File: src/design/stair_walker_light_tracker_defines.svh
// ----------------------------------------------------------------------------
// Stair walker light tracker assertion macros
// Shared check forms for the tracker's concurrent assertions.
// ----------------------------------------------------------------------------
`ifndef STAIR_WALKER_LIGHT_TRACKER_DEFINES_SVH
`define STAIR_WALKER_LIGHT_TRACKER_DEFINES_SVH

// Property holds at every edge out of reset
`define SWLT_ASSERT_ALWAYS(lbl, prop, msg) \
  lbl: assert property (@(posedge clk) disable iff (!rst_n) (prop)) else $error(msg);

// Consequent holds in the cycle after the antecedent
`define SWLT_ASSERT_NEXT(lbl, ante, cons, msg) \
  lbl: assert property (@(posedge clk) disable iff (!rst_n) (ante) |=> (cons)) \
    else $error(msg);

`endif

File: src/design/swlt_pkg.sv
// ----------------------------------------------------------------------------
// Stair walker light tracker package
// Field widths and the word that travels along the walker cell chain.
// ----------------------------------------------------------------------------
package swlt_pkg;

  localparam int TIME_W    = 32;
  localparam int START_W   = 4;
  localparam int LIT_W     = 16;
  localparam int LIT_IDX_W = 4;

  // Frame word handed from cell to cell
  typedef struct packed {
    logic                vld;     // word present at this cell
    logic                req;     // frame carries a new walker
    logic                stored;  // new walker already placed upstream
    logic                down;    // new walker direction
    logic [START_W-1:0]  start;   // new walker start stair
    logic [TIME_W-1:0]   delay;   // new walker per-stair delay
    logic [TIME_W-1:0]   now;     // frame tick time
    logic [LIT_W-1:0]    lit;     // stairs lit so far
  } swlt_word_t;

endpackage

File: src/design/swlt_cell.sv
// ----------------------------------------------------------------------------
// Stair walker cell
// Holds one walker slot. When the frame word passes, it takes the new walker
// if the slot is free or finished and none upstream took it, lights its stair
// and steps once if its delay has run out.
// ----------------------------------------------------------------------------
module swlt_cell
  import swlt_pkg::*;
#(
  parameter int NUM_STAIRS = 16,
  parameter int POS_W      = 6
) (
  input  logic       clk,
  input  logic       rst_n,
  input  swlt_word_t word_i,
  output swlt_word_t word_o
);

  localparam logic signed [POS_W-1:0] STAIRS_P = POS_W'(NUM_STAIRS);
  localparam logic signed [POS_W-1:0] LIT_LIM  = POS_W'(LIT_W);
  localparam logic signed [POS_W-1:0] STEP_ONE = POS_W'(1);
  localparam logic signed [POS_W-1:0] POS_ZERO = '0;

  // Walker slot state
  logic                    used_r, used_nxt;
  logic                    down_r;
  logic signed [POS_W-1:0] pos_r, pos_nxt;
  logic [TIME_W-1:0]       delay_r;
  logic [TIME_W-1:0]       last_r, last_nxt;
  swlt_word_t              word_r, word_nxt;

  logic                    finished;
  logic                    take;
  logic                    eff_down;
  logic signed [POS_W-1:0] eff_pos;
  logic [TIME_W-1:0]       eff_delay;
  logic [TIME_W-1:0]       eff_last;
  logic                    eff_fin;
  logic                    active;
  logic                    on_mask;
  logic [TIME_W-1:0]       elapsed;
  logic                    step;
  logic [LIT_W-1:0]        lit_bit;

  // Slot claim: first free or finished slot along the chain
  always_comb begin
    finished = down_r ? (pos_r < POS_ZERO) : (pos_r >= STAIRS_P);
    take     = word_i.vld && word_i.req && !word_i.stored && (!used_r || finished);
  end

  // Walker as seen by this frame, after a possible claim
  always_comb begin
    eff_down  = take ? word_i.down : down_r;
    eff_pos   = take ? $signed({{(POS_W-START_W){1'b0}}, word_i.start}) : pos_r;
    eff_delay = take ? word_i.delay : delay_r;
    eff_last  = take ? word_i.now : last_r;
    eff_fin   = eff_down ? (eff_pos < POS_ZERO) : (eff_pos >= STAIRS_P);
    active    = word_i.vld && (used_r || take) && !eff_fin;
  end

  // Light and step
  always_comb begin
    on_mask  = (eff_pos >= POS_ZERO) && (eff_pos < STAIRS_P) && (eff_pos < LIT_LIM);
    lit_bit  = (active && on_mask) ? (LIT_W'(1) << eff_pos[LIT_IDX_W-1:0]) : '0;
    elapsed  = word_i.now - eff_last;
    step     = active && (elapsed > eff_delay);
    used_nxt = used_r || take;
    pos_nxt  = step ? (eff_down ? eff_pos - STEP_ONE : eff_pos + STEP_ONE) : eff_pos;
    last_nxt = step ? word_i.now : eff_last;
  end

  // Word to the next cell
  always_comb begin
    word_nxt        = word_i;
    word_nxt.lit    = word_i.lit | lit_bit;
    word_nxt.stored = word_i.stored || take;
  end

  // Slot control state and outgoing word
  always_ff @(posedge clk) begin
    if (!rst_n) begin
      used_r     <= 1'b0;
      word_r.vld <= 1'b0;
    end else begin
      word_r.vld <= word_nxt.vld;
      if (word_i.vld) begin
        used_r <= used_nxt;
      end
    end
    word_r.req    <= word_nxt.req;
    word_r.stored <= word_nxt.stored;
    word_r.down   <= word_nxt.down;
    word_r.start  <= word_nxt.start;
    word_r.delay  <= word_nxt.delay;
    word_r.now    <= word_nxt.now;
    word_r.lit    <= word_nxt.lit;
  end

  // Slot payload
  always_ff @(posedge clk) begin
    if (take) begin
      down_r  <= word_i.down;
      delay_r <= word_i.delay;
    end
    if (word_i.vld) begin
      pos_r  <= pos_nxt;
      last_r <= last_nxt;
    end
  end

  assign word_o = word_r;

endmodule

File: config.mk
export PLATFORM = sky130hd
export DESIGN_NAME = swlt_cell
export DESIGN_NICKNAME = d
export VERILOG_FILES = /design/src/design/stair_walker_light_tracker_defines.svh /design/src/design/swlt_pkg.sv /design/src/design/swlt_cell.sv
export SDC_FILE = /design/constraint.sdc
export NUM_CORES = 1
export LEC_CHECK = 0
export BUFFER_PORTS_ARGS = -buffer_cell sky130_fd_sc_hd__buf_2
export CAP_MARGIN = 10
export CORE_MARGIN = 4
export CORE_UTILIZATION = 58
export CTS_BUF_LIST = sky130_fd_sc_hd__clkbuf_16
export CTS_CLUSTER_SIZE = 24
export DETAILED_ROUTE_END_ITERATION = 10
export GPL_ROUTABILITY_DRIVEN = 0
export PLACE_DENSITY = 0.95
export SLEW_MARGIN = 25
export SYNTH_ARGS = -nofsm -noshare
export SYNTH_HDL_FRONTEND = slang
export SYNTH_SLANG_ARGS = --single-unit
File: constraint.sdc
create_clock -name clk -period 10.22 [get_ports clk]
set_clock_uncertainty 0.2 [all_clocks]
set_input_delay 0 -clock clk [delete_from_list [all_inputs] [get_ports clk]]
set_output_delay 0 -clock clk [all_outputs]
set_load 0.01 [all_outputs]
-- Word level (Yosys, flattened, before mapping)
Cells that the tools add are included.
- add/sub/neg operators: 3
- magnitude comparators: 7
- shift operators: 1
- multiplexer cells: 10
- bitwise logic cells: 1
- reductions and logical operators: 15
- operators by type and width (cell ; count):
    32-bit two-way mux ; 3
    32-bit > comparator ; 1
    32-bit subtractor ; 1
    6-bit two-way mux ; 3
    16-bit two-way mux ; 1
    16-bit bitwise OR ; 1
    1-bit by 4-bit left shift with 16-bit output, first input constant ; 1
    6-bit greater-or-equal comparator, second input constant ; 2
    6-bit by 1-bit < comparator with 1-bit output, second input constant ; 2
    1-bit logical AND ; 9
    6-bit by 2-bit adder with 6-bit output, second input constant ; 1
    6-bit by 1-bit greater-or-equal comparator with 1-bit output, second input constant ; 1
    6-bit < comparator, second input constant ; 1
    6-bit by 2-bit subtractor with 6-bit output, second input constant ; 1
    1-bit zero test ; 3
    1-bit logical OR ; 3
    1-bit two-way mux ; 3
- register bits after elaboration: 160
- input port bits: 90
- output and inout bits: 88
- logic and storage cells: 50

-- Depth between registers and ports, before layout
Gate-level depths: netlist (run 1).
- depth in word-level cells: 12
- mapped depth: 29
- mapped depth without buffers: 25

-- Least setup slack after synthesis (run 1)
OpenSTA, ideal clock, no wires.
- path kind: reg2reg
- start point: reg pos_r[5]
- end point: reg last_r[1], data pin
- library setup time: 0.260 ns
- data arrival time: 5.559 ns
- required time: 9.760 ns
- slack: 4.201 ns
- cell stages (with the launch flop): 25
- buffers on the path: 2
- period minus slack after synthesis: 6.019 ns
- cell sequence: edfxtp_1 a21boi_1 a21o_1 buf_2 buf_1 mux2i_1 ha_1 a21o_1 a21oi_1 o31a_1 nor2_1 nor3_4 o21bai_4 a21o_2 a41o_1 xor2_1 ha_1 a21o_1 a21o_1 a21oi_1 o21ai_0 a21oi_1 o21ai_0 a21oi_1 mux2_2
- longest elaborated chain between the ends: 11
- elaborated cells between the ends (all ways): 20
- those cells by class: add/sub: 1; order compare: 5; mux: 7; reduce/logical: 7
- ends and longest elaborated chain (what ; line ; source):
    start: declaration ; swlt_cell.sv:27 ; logic signed [POS_W-1:0] pos_r, pos_nxt;
    start signal: assignment ; swlt_cell.sv:106 ; pos_r <= pos_nxt;
    branches (longest 10 deep; another with 32-bit subtractor) ; n/a ;
    32-bit two-way mux * ; swlt_cell.sv:69 ; last_nxt = step ? word_i.now : eff_last;
    via last_nxt[1] ; swlt_cell.sv:29 ; logic [TIME_W-1:0] last_r, last_nxt;
    end signal: assignment ; swlt_cell.sv:107 ; last_r <= last_nxt;
    end: declaration ; swlt_cell.sv:29 ;
Mark *: on every way through the listed nets, which the timed path passes.
A chain may end at the register's enable or synchronous reset.

-- Worst setup path after layout (run 1)
- start point: reg pos_r[5]
- end point: reg last_r[6], data pin
Same word-level chain as after synthesis.

==> implementation parameters, run 1 <==
Parameter                              Value

Run status
  Result of the run    finished, final reports clean

Place
  Number of instances in the placed design    1077
  Post-placement worst setup slack    2.833 ns
  Port Buffers    177
  DP Wirelength    13690 um

Synth
  Cells after Synth    745
  Register area share after synthesis    0.4631
  Number of synthesized flops with an enable pin    38
  Number of warnings issued by yosys    0
  Synthesized flop and latch total    160
  Commonest register cell after synthesis    sky130_fd_sc_hd__dfxtp_1
  Async SR Flop Fraction    0
  Mean instance size in the synthesized netlist    10.39 um2
  Unique cell type count in the Yosys netlist    63
  Cell area after technology mapping    0.007737 mm2
  Post-Syn Nets    898

Pwr
  Worst-case vdd ir drop    0.0001596 V
  Power density relative to cell area    203.1 mW/mm2
  Switching power    0.0007157 W
  Leakage    5.213 nW
  Int Power    0.001373 W
  Switching Fraction    0.3426
  Power share of the combinational group    0.330
  Total power consumption of the routed design    0.002089 W
  Register share of total power    0.359
  Clock share of power    0.311

Timing
  Final max-slew violation count    0
  Setup repair after global routing missed its margin    false
  Relative slew slack    0.3488
  Worst-Margin Slew    0.9768 ns
  Tmin final    7.885 ns
  Final hold violations    0
  Maximum clock rate    126.8 MHz
  Setup violators final    0
  Worst Setup Slack, final    2.335 ns
  Final period utilization    0.7716
  Setup TNS    0 ns

Global routing
  Number of global-route vias before repair    7714
  GRT Residual Overflow    0
  Initial antenna violation count    2
  Pin count of the biggest net entering global routing    57
  GRT Total Usage    0.3435
  Wire length of the first global-routing pass    39960 um

Clocking
  CTS tree    built
  Number of buffers inserted during clock tree synthesis    17
  Clock Pin Slew Worst Setup and Hold Paths    0.07 ns
  # resized after CTS    0
  Buffer depth of the longest clock path    2
  Clock Sink Count    160
  Root buffer cell    sky130_fd_sc_hd__clkbuf_16
  Later-pin clock latency in the skew report    0.44 ns
  H-tree Lvls    4

Setup path
  Startpoint Class    register
  Start point of the critical path    pos_r[5]
  Termination of the worst setup path    last_r[6]
  Arrival time reported for the critical path endpoint    7.85 ns
  Setup slack, reg-to-reg    2.33 ns
  Worst-path fanout max    56
  Data required time of the worst path    10.19 ns
  Critical R2R Launch    pos_r[5]
  Category of the worst setup path capture point    register
  Reg-to-Reg End    last_r[6]
  Critical path start-end classification    reg -> reg
  Worst Reg-to-Reg Cells    22

Die
  Die outline width    123.5 um
  Effective utilization at floorplan    0.6033
  Standard-cell row count    41
  Area enclosed by the die boundary    0.01525 mm2
  Die H    123.5 um
  Io pins    178
  Floorplan Core Area    0.01282 mm2

Finish
  Growth of design area from synthesis to finish    32.92%
  Most frequent standard cell in the layout excluding fill and tap cells    sky130_fd_sc_hd__buf_2
  Fillers    680
  Commonest cells after routing, fill and taps aside    sky130_fd_sc_hd__buf_2 (177), sky130_fd_sc_hd__dfxtp_1 (122), sky130_fd_sc_hd__dlygate4sd3_1 (89)
  Layout net count    1166
  Share of cells above drive strength 1    0.2283
  Final Non-Filler Cells    1200

Min path
  Worst Hold Path Cells    2
  Path category of the worst min-delay check    in -> reg
  Beginning of the worst hold path    word_i[87]

Routing
  Routed WL    26200 um
  Remaining number of nets flagged by the antenna check after routing    0
  Via/cell ratio    6.343
  TritonRoute pass-1 iters    8
  Drt wl/cell    21.83 um
  Total via count after detailed routing    7612
  Residual DRC    0
  Violation count after the first detailed-route iteration    935

Run
  Number of maximum-capacitance violations    0
-- per-stage QoR --
stage,hold slack (ns),instance area [um2],utilization
6_report,0.01227,10280,0.8020
5_1_grt,0.002694,10280,0.8018
4_1_cts,0.001595,10270,0.8010
3_5_place_dp,-0.08262,8788,0.6853
3_3_place_gp,-0.08261,8788,0.6853
2_1_floorplan,-0.1723,7737,-
-- power groups by stage --
stage / combinational, W / clock (W) / sequential (W)
after detailed placement: 0.000565 / 0 / 0.000757
after global placement: 0.000540 / 0 / 0.000753
after floorplan: 0.000405 / 0 / 0.000762
after global routing: 0.000732 / 0.000678 / 0.000753
final: 0.000689 / 0.000650 / 0.000750
after CTS: 0.000609 / 0.000642 / 0.000745
-- sequential cells by signal (all words and copies together), names as in the netlist --
name / flops
delay_r: 32
down_r: 1
last_r: 32
pos_r: 6
used_r: 1
word_o: 88
-- final cells by class --
cell class | count | area (um2) | area share
Sequential cell | 160 | 3583 | 0.3484
Clock buffer | 19 | 475.5 | 0.04623
Tap cell | 172 | 215.2 | 0.02092
Clock inverter | 12 | 117.6 | 0.01144
Antenna cell | 3 | 7.507 | 0.0007299
Inverter | 47 | 176.4 | 0.01715
Multi-Input combinational cell | 519 | 3918 | 0.3809
Timing Repair Buffer | 268 | 1792 | 0.1742
-- routing by layer --
| metal | track usage | wire length [um] | vias up |
|---|---|---|---|
| met5 | 0 | 0 | - |
| met4 | 0.2637 | 2345 | 0 |
| met3 | 0.09790 | 2651 | 247 |
| met2 | 0.5702 | 12430 | 696 |
| met1 | 0.3682 | 8774 | 3452 |
| li1 | - | - | 3217 |
-- cells by family after synthesis --
group / Yosys count / share of synthesized area
fa+ha+maj: 64 / 0.1041
mux: 72 / 0.09541
simple gates: 154 / 0.09702
buf+inv: 66 / 0.03250
flops: 160 / 0.4631
xor+xnor: 35 / 0.03962
compound gates: 194 / 0.1682
-- worst min path at each step --
stage	endpoint	slack [ns]
2_1_floorplan	word_o[16]	-0.17
3_3_place_gp	word_o[67]	-0.08
3_5_place_dp	word_o[80]	-0.08
4_1_cts	pos_r[4]	0.002
5_1_grt	word_o[78]	0.003
6_report	last_r[15]	0.01
-- critical path, cell delays in order (launching register included) --
cell and delay, ns:
sky130_fd_sc_hd__edfxtp_1 0.46, sky130_fd_sc_hd__a21boi_1 0.41, sky130_fd_sc_hd__a21o_4 0.55, sky130_fd_sc_hd__buf_4 0.65, sky130_fd_sc_hd__mux2i_1 0.33, sky130_fd_sc_hd__ha_1 0.33, sky130_fd_sc_hd__a21o_1 0.23, sky130_fd_sc_hd__a21oi_1 0.25
sky130_fd_sc_hd__o31a_1 0.22, sky130_fd_sc_hd__nor2_1 0.10, sky130_fd_sc_hd__nor3_4 0.36, sky130_fd_sc_hd__o21ai_0 0.22, sky130_fd_sc_hd__a21o_1 0.21, sky130_fd_sc_hd__a21oi_1 0.18, sky130_fd_sc_hd__xnor2_1 0.12, sky130_fd_sc_hd__ha_1 0.31
sky130_fd_sc_hd__nand4_1 0.17, sky130_fd_sc_hd__or3_1 0.46, sky130_fd_sc_hd__o221a_2 0.26, sky130_fd_sc_hd__o21ai_0 0.56, sky130_fd_sc_hd__nand2_4 0.54, sky130_fd_sc_hd__nor2_1 0.35, sky130_fd_sc_hd__a21oi_1 0.08
-- what timing repair did --
action                                  4_1_cts  5_1_grt
endpoints found under the hold margin       159        0
endpoints found under the setup margin        0        0
buffers inserted                              0        0
hold buffers                                 89        0
-- synth_stat cells, drive strengths merged, types with 2 or more instances --
| cell | instances | area [um2] |
|---|---|---|
| nor3b | 2 | 15.01 |
| inv | 47 | 176.4 |
| xor2 | 16 | 140.1 |
| o211ai | 5 | 37.54 |
| and2 | 6 | 37.54 |
| edfxtp | 38 | 1141 |
| or3 | 4 | 25.02 |
| mux2 | 11 | 127.6 |
| buf | 8 | 33.78 |
| a311oi | 2 | 17.52 |
| xnor2 | 19 | 166.4 |
| nand2 | 29 | 108.9 |
| ha | 62 | 775.7 |
| nand2b | 7 | 43.79 |
| a21o | 56 | 421.7 |
| nor2b | 5 | 31.28 |
| a21boi | 2 | 15.02 |
| and3 | 2 | 12.51 |
| nand3b | 4 | 30.03 |
| o22ai | 2 | 12.51 |
| o21bai | 7 | 63.81 |
| dfxtp | 122 | 2442 |
| mux2i | 61 | 610.6 |
| nand4 | 10 | 62.56 |
| nor4 | 2 | 12.51 |
| a31oi | 6 | 37.54 |
| or4b | 2 | 20.02 |
| o21a | 7 | 52.55 |
| a21oi | 61 | 309.1 |
| clkbuf | 11 | 41.29 |
| o21ai | 27 | 135.1 |
| o31a | 2 | 17.52 |
| nand3 | 13 | 65.06 |
| a211oi | 4 | 35.03 |
| nor3 | 4 | 31.28 |
| nor2 | 61 | 229.0 |
No activity file was read; power rests on OpenSTA's default activity.
==> run 2: changes to the inputs <==
CORE_UTILIZATION = 54   (was 58)
PLACE_DENSITY = 0.92   (was 0.95)
clock period = 7.91 ns   (was 10.22 ns; I/O delays follow)
==> run 2 against run 1 <==
  * Clock power rose by 39%
  * Critical path depth unchanged
  * Utilization down 6.0 points
  * Count of clock-buffer cells in the layout did not move
  * Sequential share of layout area decreased by 0.19 points
  * Combinational power grew 22%
  * Fmax grew 5.9%
  * Cell count up 0.58%
  * Highest routed layer unchanged
==> implementation parameters, run 2 (same netlist as run 1, synthesis figures left out) <==
Parameter                              Value

Setup path
  Startpoint Class    register
  Worst-path fanout max    44 (-21%)
  Arrival time reported for the critical path endpoint    7.42 ns (-0.43 ns)
  Critical path start-end classification    reg -> reg
  Data required time of the worst path    7.88 ns (-2.31 ns)
  Category of the worst setup path capture point    register

Clocking
  Clock Sink Count    160 (unchanged)
  Buffer depth of the longest clock path    2 (unchanged)
  Root buffer cell    sky130_fd_sc_hd__clkbuf_16
  H-tree Lvls    4 (unchanged)
  CTS tree    built
  Later-pin clock latency in the skew report    0.44 ns (about the same)
  Number of buffers inserted during clock tree synthesis    17 (unchanged)
  Clock Pin Slew Worst Setup and Hold Paths    0.07 ns (about the same)

Place
  Placed inst area    0.008806 mm2 (+0.20%)
  DP Wirelength    13760 um (+0.50%)
  Port Buffers    177 (unchanged)

Timing
  Setup violators final    0 (unchanged)
  Setup TNS    0 ns (unchanged)
  Final hold violations    0 (unchanged)
  Final max-slew violation count    0 (unchanged)
  Worst-Margin Slew    0.8745 ns (-0.1022 ns)
  Tmin final    7.448 ns (-0.4372 ns)
  Setup repair after global routing missed its margin    false
  Maximum clock rate    134.3 MHz (+5.9%)
  Relative slew slack    0.4170 (+0.06816)
  Final period utilization    0.9416 (+0.1701)

Die
  Die outline width    127.7 um (+3.4%)
  Floorplan Core Area    0.01393 mm2 (+8.7%)
  Io pins    178 (unchanged)
  Area enclosed by the die boundary    0.01631 mm2 (+6.9%)
  Standard-cell row count    43 (+4.9%)
  Die H    127.7 um (+3.4%)
  Effective utilization at floorplan    0.5553 (-0.04805)

Finish
  Commonest cells after routing, fill and taps aside    sky130_fd_sc_hd__buf_2 (177), sky130_fd_sc_hd__dfxtp_1 (122), sky130_fd_sc_hd__dlygate4sd3_1 (89)
  Cell area after layout    0.01034 mm2 (+0.56%)
  Most frequent standard cell in the layout excluding fill and tap cells    sky130_fd_sc_hd__buf_2
  Fillers    830 (+22%)
  Ant diodes    0 (-3)
  Share of cells above drive strength 1    0.2298 (+0.001503)
  Layout net count    1167 (+0.086%)
  Max reg flops    88 (unchanged)
  Growth of design area from synthesis to finish    33.67%

Pwr
  Worst-case vdd ir drop    0.0001678 V (+5.1%)
  Register share of total power    0.357 (-0.002)
  Clock share of power    0.333 (+0.022)
  Leakage    5.223 nW (+0.18%)
  Power share of the combinational group    0.310 (-0.020)
  Switching power    0.0008737 W (+22%)
  Int Power    0.001833 W (+34%)
  Power density relative to cell area    261.7 mW/mm2 (+29%)
  Switching Fraction    0.3227 (-0.01988)

Global routing
  Number of global-route vias before repair    7336 (-4.9%)
  Pin count of the biggest net entering global routing    45 (-21%)
  GRT Residual Overflow    0 (unchanged)
  GRT Total Usage    0.2832 (-0.06034)
  Wire length of the first global-routing pass    36560 um (-8.5%)
  Initial antenna violation count    0 (-2)

Min path
  Path category of the worst min-delay check    in -> reg

Routing
  Violation count after the first detailed-route iteration    596 (-36%)
  Via/cell ratio    5.848 (-7.8%)
  Routed WL    23080 um (-12%)
  Residual DRC    0 (unchanged)
  TritonRoute pass-1 iters    5 (-3)
  Total via count after detailed routing    7058 (-7.3%)
  Drt wl/cell    19.12 um (-12%)
  Remaining number of nets flagged by the antenna check after routing    0 (unchanged)

Run
  Number of maximum-capacitance violations    0 (unchanged)

Run status
  Result of the run    finished, final reports clean
[run 2: power groups by stage]
stage               Sequential, W  Clock, W  Combinational (W)
floorplan                0.000984         0           0.000523
global placement         0.000972         0           0.000702
detailed placement       0.000977         0           0.000731
CTS                      0.000961  0.000896           0.000782
global route             0.000971  0.000944           0.000911
finish                   0.000966  0.000901           0.000840
[run 2: final timing paths]
path | start | endpoint | slack (ns) | depth (start not counted)
worst max-delay path | pos_r[5] | last_r[29] | 0.46 | 22
worst min-delay path | word_i[67] | word_o[67] | 0.02 | 2
worst max register to register | pos_r[5] | last_r[29] | 0.46 | 22
worst min register to register | delay_r[8] | delay_r[8] | 0.28 | 2
[run 2: timing repair]
action	CTS	global route
endpoints found under the setup margin	0	0
setup buffers	0	0
gates resized for setup	0	0
hold buffers	89	0
hold endpoints to repair	159	0
[run 2: critical path, stage by stage, from the launching register on]
cell and delay, ns:
sky130_fd_sc_hd__edfxtp_1 0.46, sky130_fd_sc_hd__a21boi_1 0.40, sky130_fd_sc_hd__a21o_4 0.58, sky130_fd_sc_hd__o21ai_0 0.23
sky130_fd_sc_hd__ha_1 0.30, sky130_fd_sc_hd__a21boi_0 0.28, sky130_fd_sc_hd__o22ai_1 0.17, sky130_fd_sc_hd__a21o_1 0.28
sky130_fd_sc_hd__a2111oi_4 0.38, sky130_fd_sc_hd__nor3_4 0.12, sky130_fd_sc_hd__o21ai_0 0.30, sky130_fd_sc_hd__a21o_1 0.17
sky130_fd_sc_hd__a21oi_1 0.07, sky130_fd_sc_hd__xnor2_1 0.20, sky130_fd_sc_hd__ha_1 0.33, sky130_fd_sc_hd__nand4_1 0.15
sky130_fd_sc_hd__or3_1 0.41, sky130_fd_sc_hd__o221a_2 0.26, sky130_fd_sc_hd__o21ai_0 0.62, sky130_fd_sc_hd__nand2_2 0.62
sky130_fd_sc_hd__buf_4 0.41, sky130_fd_sc_hd__nor2_1 0.12, sky130_fd_sc_hd__a21oi_1 0.04
[run 2: per-layer routing]
layer  wire, um  vias up  global-route usage
met5          0        -                   0
met4       1530        0              0.1748
met3       1862      141             0.07542
met2      11160      416              0.4834
met1       8528     3284              0.3143
li1           -     3217                   -
[run 2: cell type report]
cell class	instances	area [um2]	share of cell area
multi-input combinational	519	3913	0.3783
sequential	160	3583	0.3465
timing repair buffer	269	1799	0.1740
clock buffer	19	475.5	0.04597
tap	180	225.2	0.02178
inverter	47	176.4	0.01706
clock inverter	13	170.2	0.01645
[run 2: stage by stage]
stage	cells	setup slack (ns)	util	total power, W	hold slack (ns)
floorplan	745	1.891	-	0.001508	-0.1723
global placement	1086	1.331	0.6319	0.001674	-0.08173
detailed placement	1086	1.102	0.6319	0.001709	-0.08301
CTS	1207	1.055	0.7422	0.002639	0.01067
global route	1207	0.1021	0.7422	0.002826	0.03331
finish	1207	0.4617	0.7422	0.002707	0.02067
==> run 3: changes to the inputs <==
CORE_ASPECT_RATIO = 1.4   (was default)
==> run 3 against run 2 <==
  * Non-clock buffer count unchanged
  * Global-route usage decreased by 2.8 points
  * Routed wire length decreased by 9.5%
  * Critical path depth unchanged
  * Sequential cell count unchanged
  * Die area increased by 0.17%
  * Register-to-register slack improved by 0.37 ns
  * Highest routed layer unchanged
  * Cell count increased by 0.33%
  * Sequential power about the same
  * Utilization decreased by 0.96 points
==> implementation parameters, run 3 (same netlist as run 1, synthesis figures left out) <==
Parameter                              Value

Setup path
  Start point of the critical path    pos_r[5]
  Startpoint Class    register
  Delay-heaviest family, CP    compound AO/OA/AOI/OAI gates
  Worst-path fanout max    52 (+18%)
  Category of the worst setup path capture point    register
  Critical-path top delay cell    sky130_fd_sc_hd__a21o_4
  Critical path start-end classification    reg -> reg
  Most frequent cell on the critical path    sky130_fd_sc_hd__o21ai_0
  Highest cell delay on the worst timing path    0.68 ns (+0.06 ns)
  Ordered list of cells on the worst path    a21boi_1 -> a21o_4 -> mux2i_1 -> ha_1 -> a21o_1 -> a21oi_1 -> o31a_1 -> nor2_1 -> nor3_4 -> o21ai_0 -> a21o_1 -> a21oi_1 -> xnor2_1 -> ha_1 -> nand4_1 -> or3_1 -> o221a_2 -> o21ai_0 -> nand2_2 -> buf_4 -> nand2_1 -> o21ai_0
  Worst Reg-to-Reg Cells    22 (unchanged)
  Critical R2R Launch    pos_r[5]
  Arrival time reported for the critical path endpoint    7.03 ns (-0.39 ns)
  Number of buffer and inverter stages on the critical path    1 (unchanged)
  Reg-to-Reg End    pos_r[2]
  Data required time of the worst path    7.86 ns (-0.02 ns)
  Setup slack, reg-to-reg    0.83 ns (+0.37 ns)

Timing
  Setup repair after global routing missed its margin    false
  Setup TNS    0 ns (unchanged)
  Tmin final    7.077 ns (-0.3711 ns)
  Final hold violations    0 (unchanged)
  Maximum clock rate    141.3 MHz (+5.2%)
  Final period utilization    0.8947 (-0.04692)
  Setup violators final    0 (unchanged)
  Relative slew slack    0.4641 (+0.04713)
  Worst-Margin Slew    0.8038 ns (-0.07069 ns)
  Final max-slew violation count    0 (unchanged)

Routing
  Via/cell ratio    5.631 (-3.7%)
  Residual DRC    0 (unchanged)
  TritonRoute pass-1 iters    5 (unchanged)
  Total via count after detailed routing    6819 (-3.4%)
  Drt wl/cell    17.25 um (-9.8%)
  Routed WL    20890 um (-9.5%)
  Violation count after the first detailed-route iteration    334 (-44%)
  Remaining number of nets flagged by the antenna check after routing    0 (unchanged)

Die
  Io pins    178 (unchanged)
  Standard-cell row count    51 (+19%)
  Die H    149.6 um (+17%)
  Area enclosed by the die boundary    0.01633 mm2 (+0.17%)
  Effective utilization at floorplan    0.5537 (-0.001591)
  Die outline width    109.2 um (-15%)
  Floorplan Core Area    0.01397 mm2 (+0.29%)

Run status
  Result of the run    finished, final reports clean

Finish
  Most frequent standard cell in the layout excluding fill and tap cells    sky130_fd_sc_hd__buf_2
  Fillers    893 (+7.6%)
  Ant diodes    0 (unchanged)
  Commonest cells after routing, fill and taps aside    sky130_fd_sc_hd__buf_2 (177), sky130_fd_sc_hd__dfxtp_1 (122), sky130_fd_sc_hd__dlygate4sd3_1 (88)
  Growth of design area from synthesis to finish    32.33%
  Share of cells above drive strength 1    0.2261 (-0.003675)
  Area occupied by registers    0.003583 mm2 (unchanged)
  Total area of multi-input combinational cells    0.003913 mm2 (unchanged)
  Max reg flops    88 (unchanged)
  Layout net count    1167 (unchanged)

Place
  Port Buffers    177 (unchanged)
  DP Wirelength    13640 um (-0.85%)

Clocking
  # resized after CTS    0 (unchanged)
  Post-CTS Repair Setup Buffers    0 (unchanged)
  Root buffer cell    sky130_fd_sc_hd__clkbuf_16
  Number of hold-repair buffers added at the cts stage    88 (-1.1%)
  Clock Pin Slew Worst Setup and Hold Paths    0.06 ns (about the same)
  Number of buffers inserted during clock tree synthesis    17 (unchanged)
  Buffer depth of the longest clock path    2 (unchanged)
  CTS tree    built
  Clock Sink Count    160 (unchanged)
  Later-pin clock latency in the skew report    0.42 ns (-0.02 ns)
  H-tree Lvls    4 (unchanged)

Pwr
  Worst-case vdd ir drop    0.0001515 V (-9.7%)
  Total power consumption of the routed design    0.002522 W (-6.8%)
  Power density relative to cell area    246.3 mW/mm2 (-5.9%)
  Leakage    5.190 nW (-0.62%)

Min path
  Beginning of the worst hold path    word_i[87]
  Worst Hold Path Cells    2 (unchanged)
  Path category of the worst min-delay check    in -> reg
  Worst hold path endpoint    last_r[2]

Run
  Number of maximum-capacitance violations    0 (unchanged)

Global routing
  Wire length of the first global-routing pass    32840 um (-10%)
  Pin count of the biggest net entering global routing    53 (+18%)
  Number of global-route vias before repair    7082 (-3.5%)
  GRT Residual Overflow    0 (unchanged)
  GRT Total Usage    0.2549 (-0.02828)
  Initial antenna violation count    0 (unchanged)
## run 3: changes by cell type in the layout (fill, tap and decap cells not counted), moves of 2 or more
| cell | before | now |
|---|---|---|
| sky130_fd_sc_hd__clkinv_1 | 0 | 2 |
| sky130_fd_sc_hd__bufinv_16 | 3 | 0 |
| sky130_fd_sc_hd__clkinvlp_4 | 2 | 0 |
| sky130_fd_sc_hd__inv_4 | 0 | 3 |
| sky130_fd_sc_hd__inv_1 | 47 | 49 |
| sky130_fd_sc_hd__clkinv_2 | 2 | 4 |
| sky130_fd_sc_hd__inv_6 | 4 | 1 |
## run 3: layout make-up
| cell class | instances | area share |
|---|---|---|
| Clock inverter | 12 | 0.006110 |
| Multi-Input combinational cell | 519 | 0.3821 |
| Inverter | 47 | 0.01723 |
| Sequential cell | 160 | 0.3500 |
| Tap cell | 185 | 0.02261 |
| Timing Repair Buffer | 269 | 0.1755 |
| Clock buffer | 19 | 0.04644 |
## run 3: worst max-delay path by stage
stage / to / slack, ns / cells past startpoint
2_1_floorplan: last_r[1] / 1.89 / 24
3_3_place_gp: last_r[9] / 1.30 / 22
3_5_place_dp: last_r[4] / 1.07 / 22
4_1_cts: last_r[31] / 0.99 / 22
5_1_grt: pos_r[2] / 0.33 / 22
6_report: pos_r[2] / 0.83 / 22
## run 3: routing by layer
metal  GRT usage  wire (um)
met1      0.2666       7812
met2      0.4754      11110
met3     0.03884       1103
met4      0.1409        864
met5           0          0
## run 3: metrics by stage
step / hold slack (ns) / area, um2 / cells / worst slack (ns) / util
after CTS: 0.02490 / 10240 / 1211 / 0.9917 / 0.7327
after global routing: 0.04224 / 10240 / 1211 / 0.3326 / 0.7327
after floorplan: -0.1723 / 7737 / 745 / 1.891 / -
after global placement: -0.07915 / 8820 / 1092 / 1.298 / 0.6311
final: 0.02732 / 10240 / 1211 / 0.8328 / 0.7327
after detailed placement: -0.08243 / 8820 / 1092 / 1.074 / 0.6311
## run 3: report_power, final
part | total (W) | leakage (nW) | internal (W) | switching (W)
sequential | 0.000963 | 1.40 | 0.000933 | 0.0000296
clock | 0.000763 | 0.281 | 0.000431 | 0.000332
combinational | 0.000796 | 3.51 | 0.000355 | 0.000442
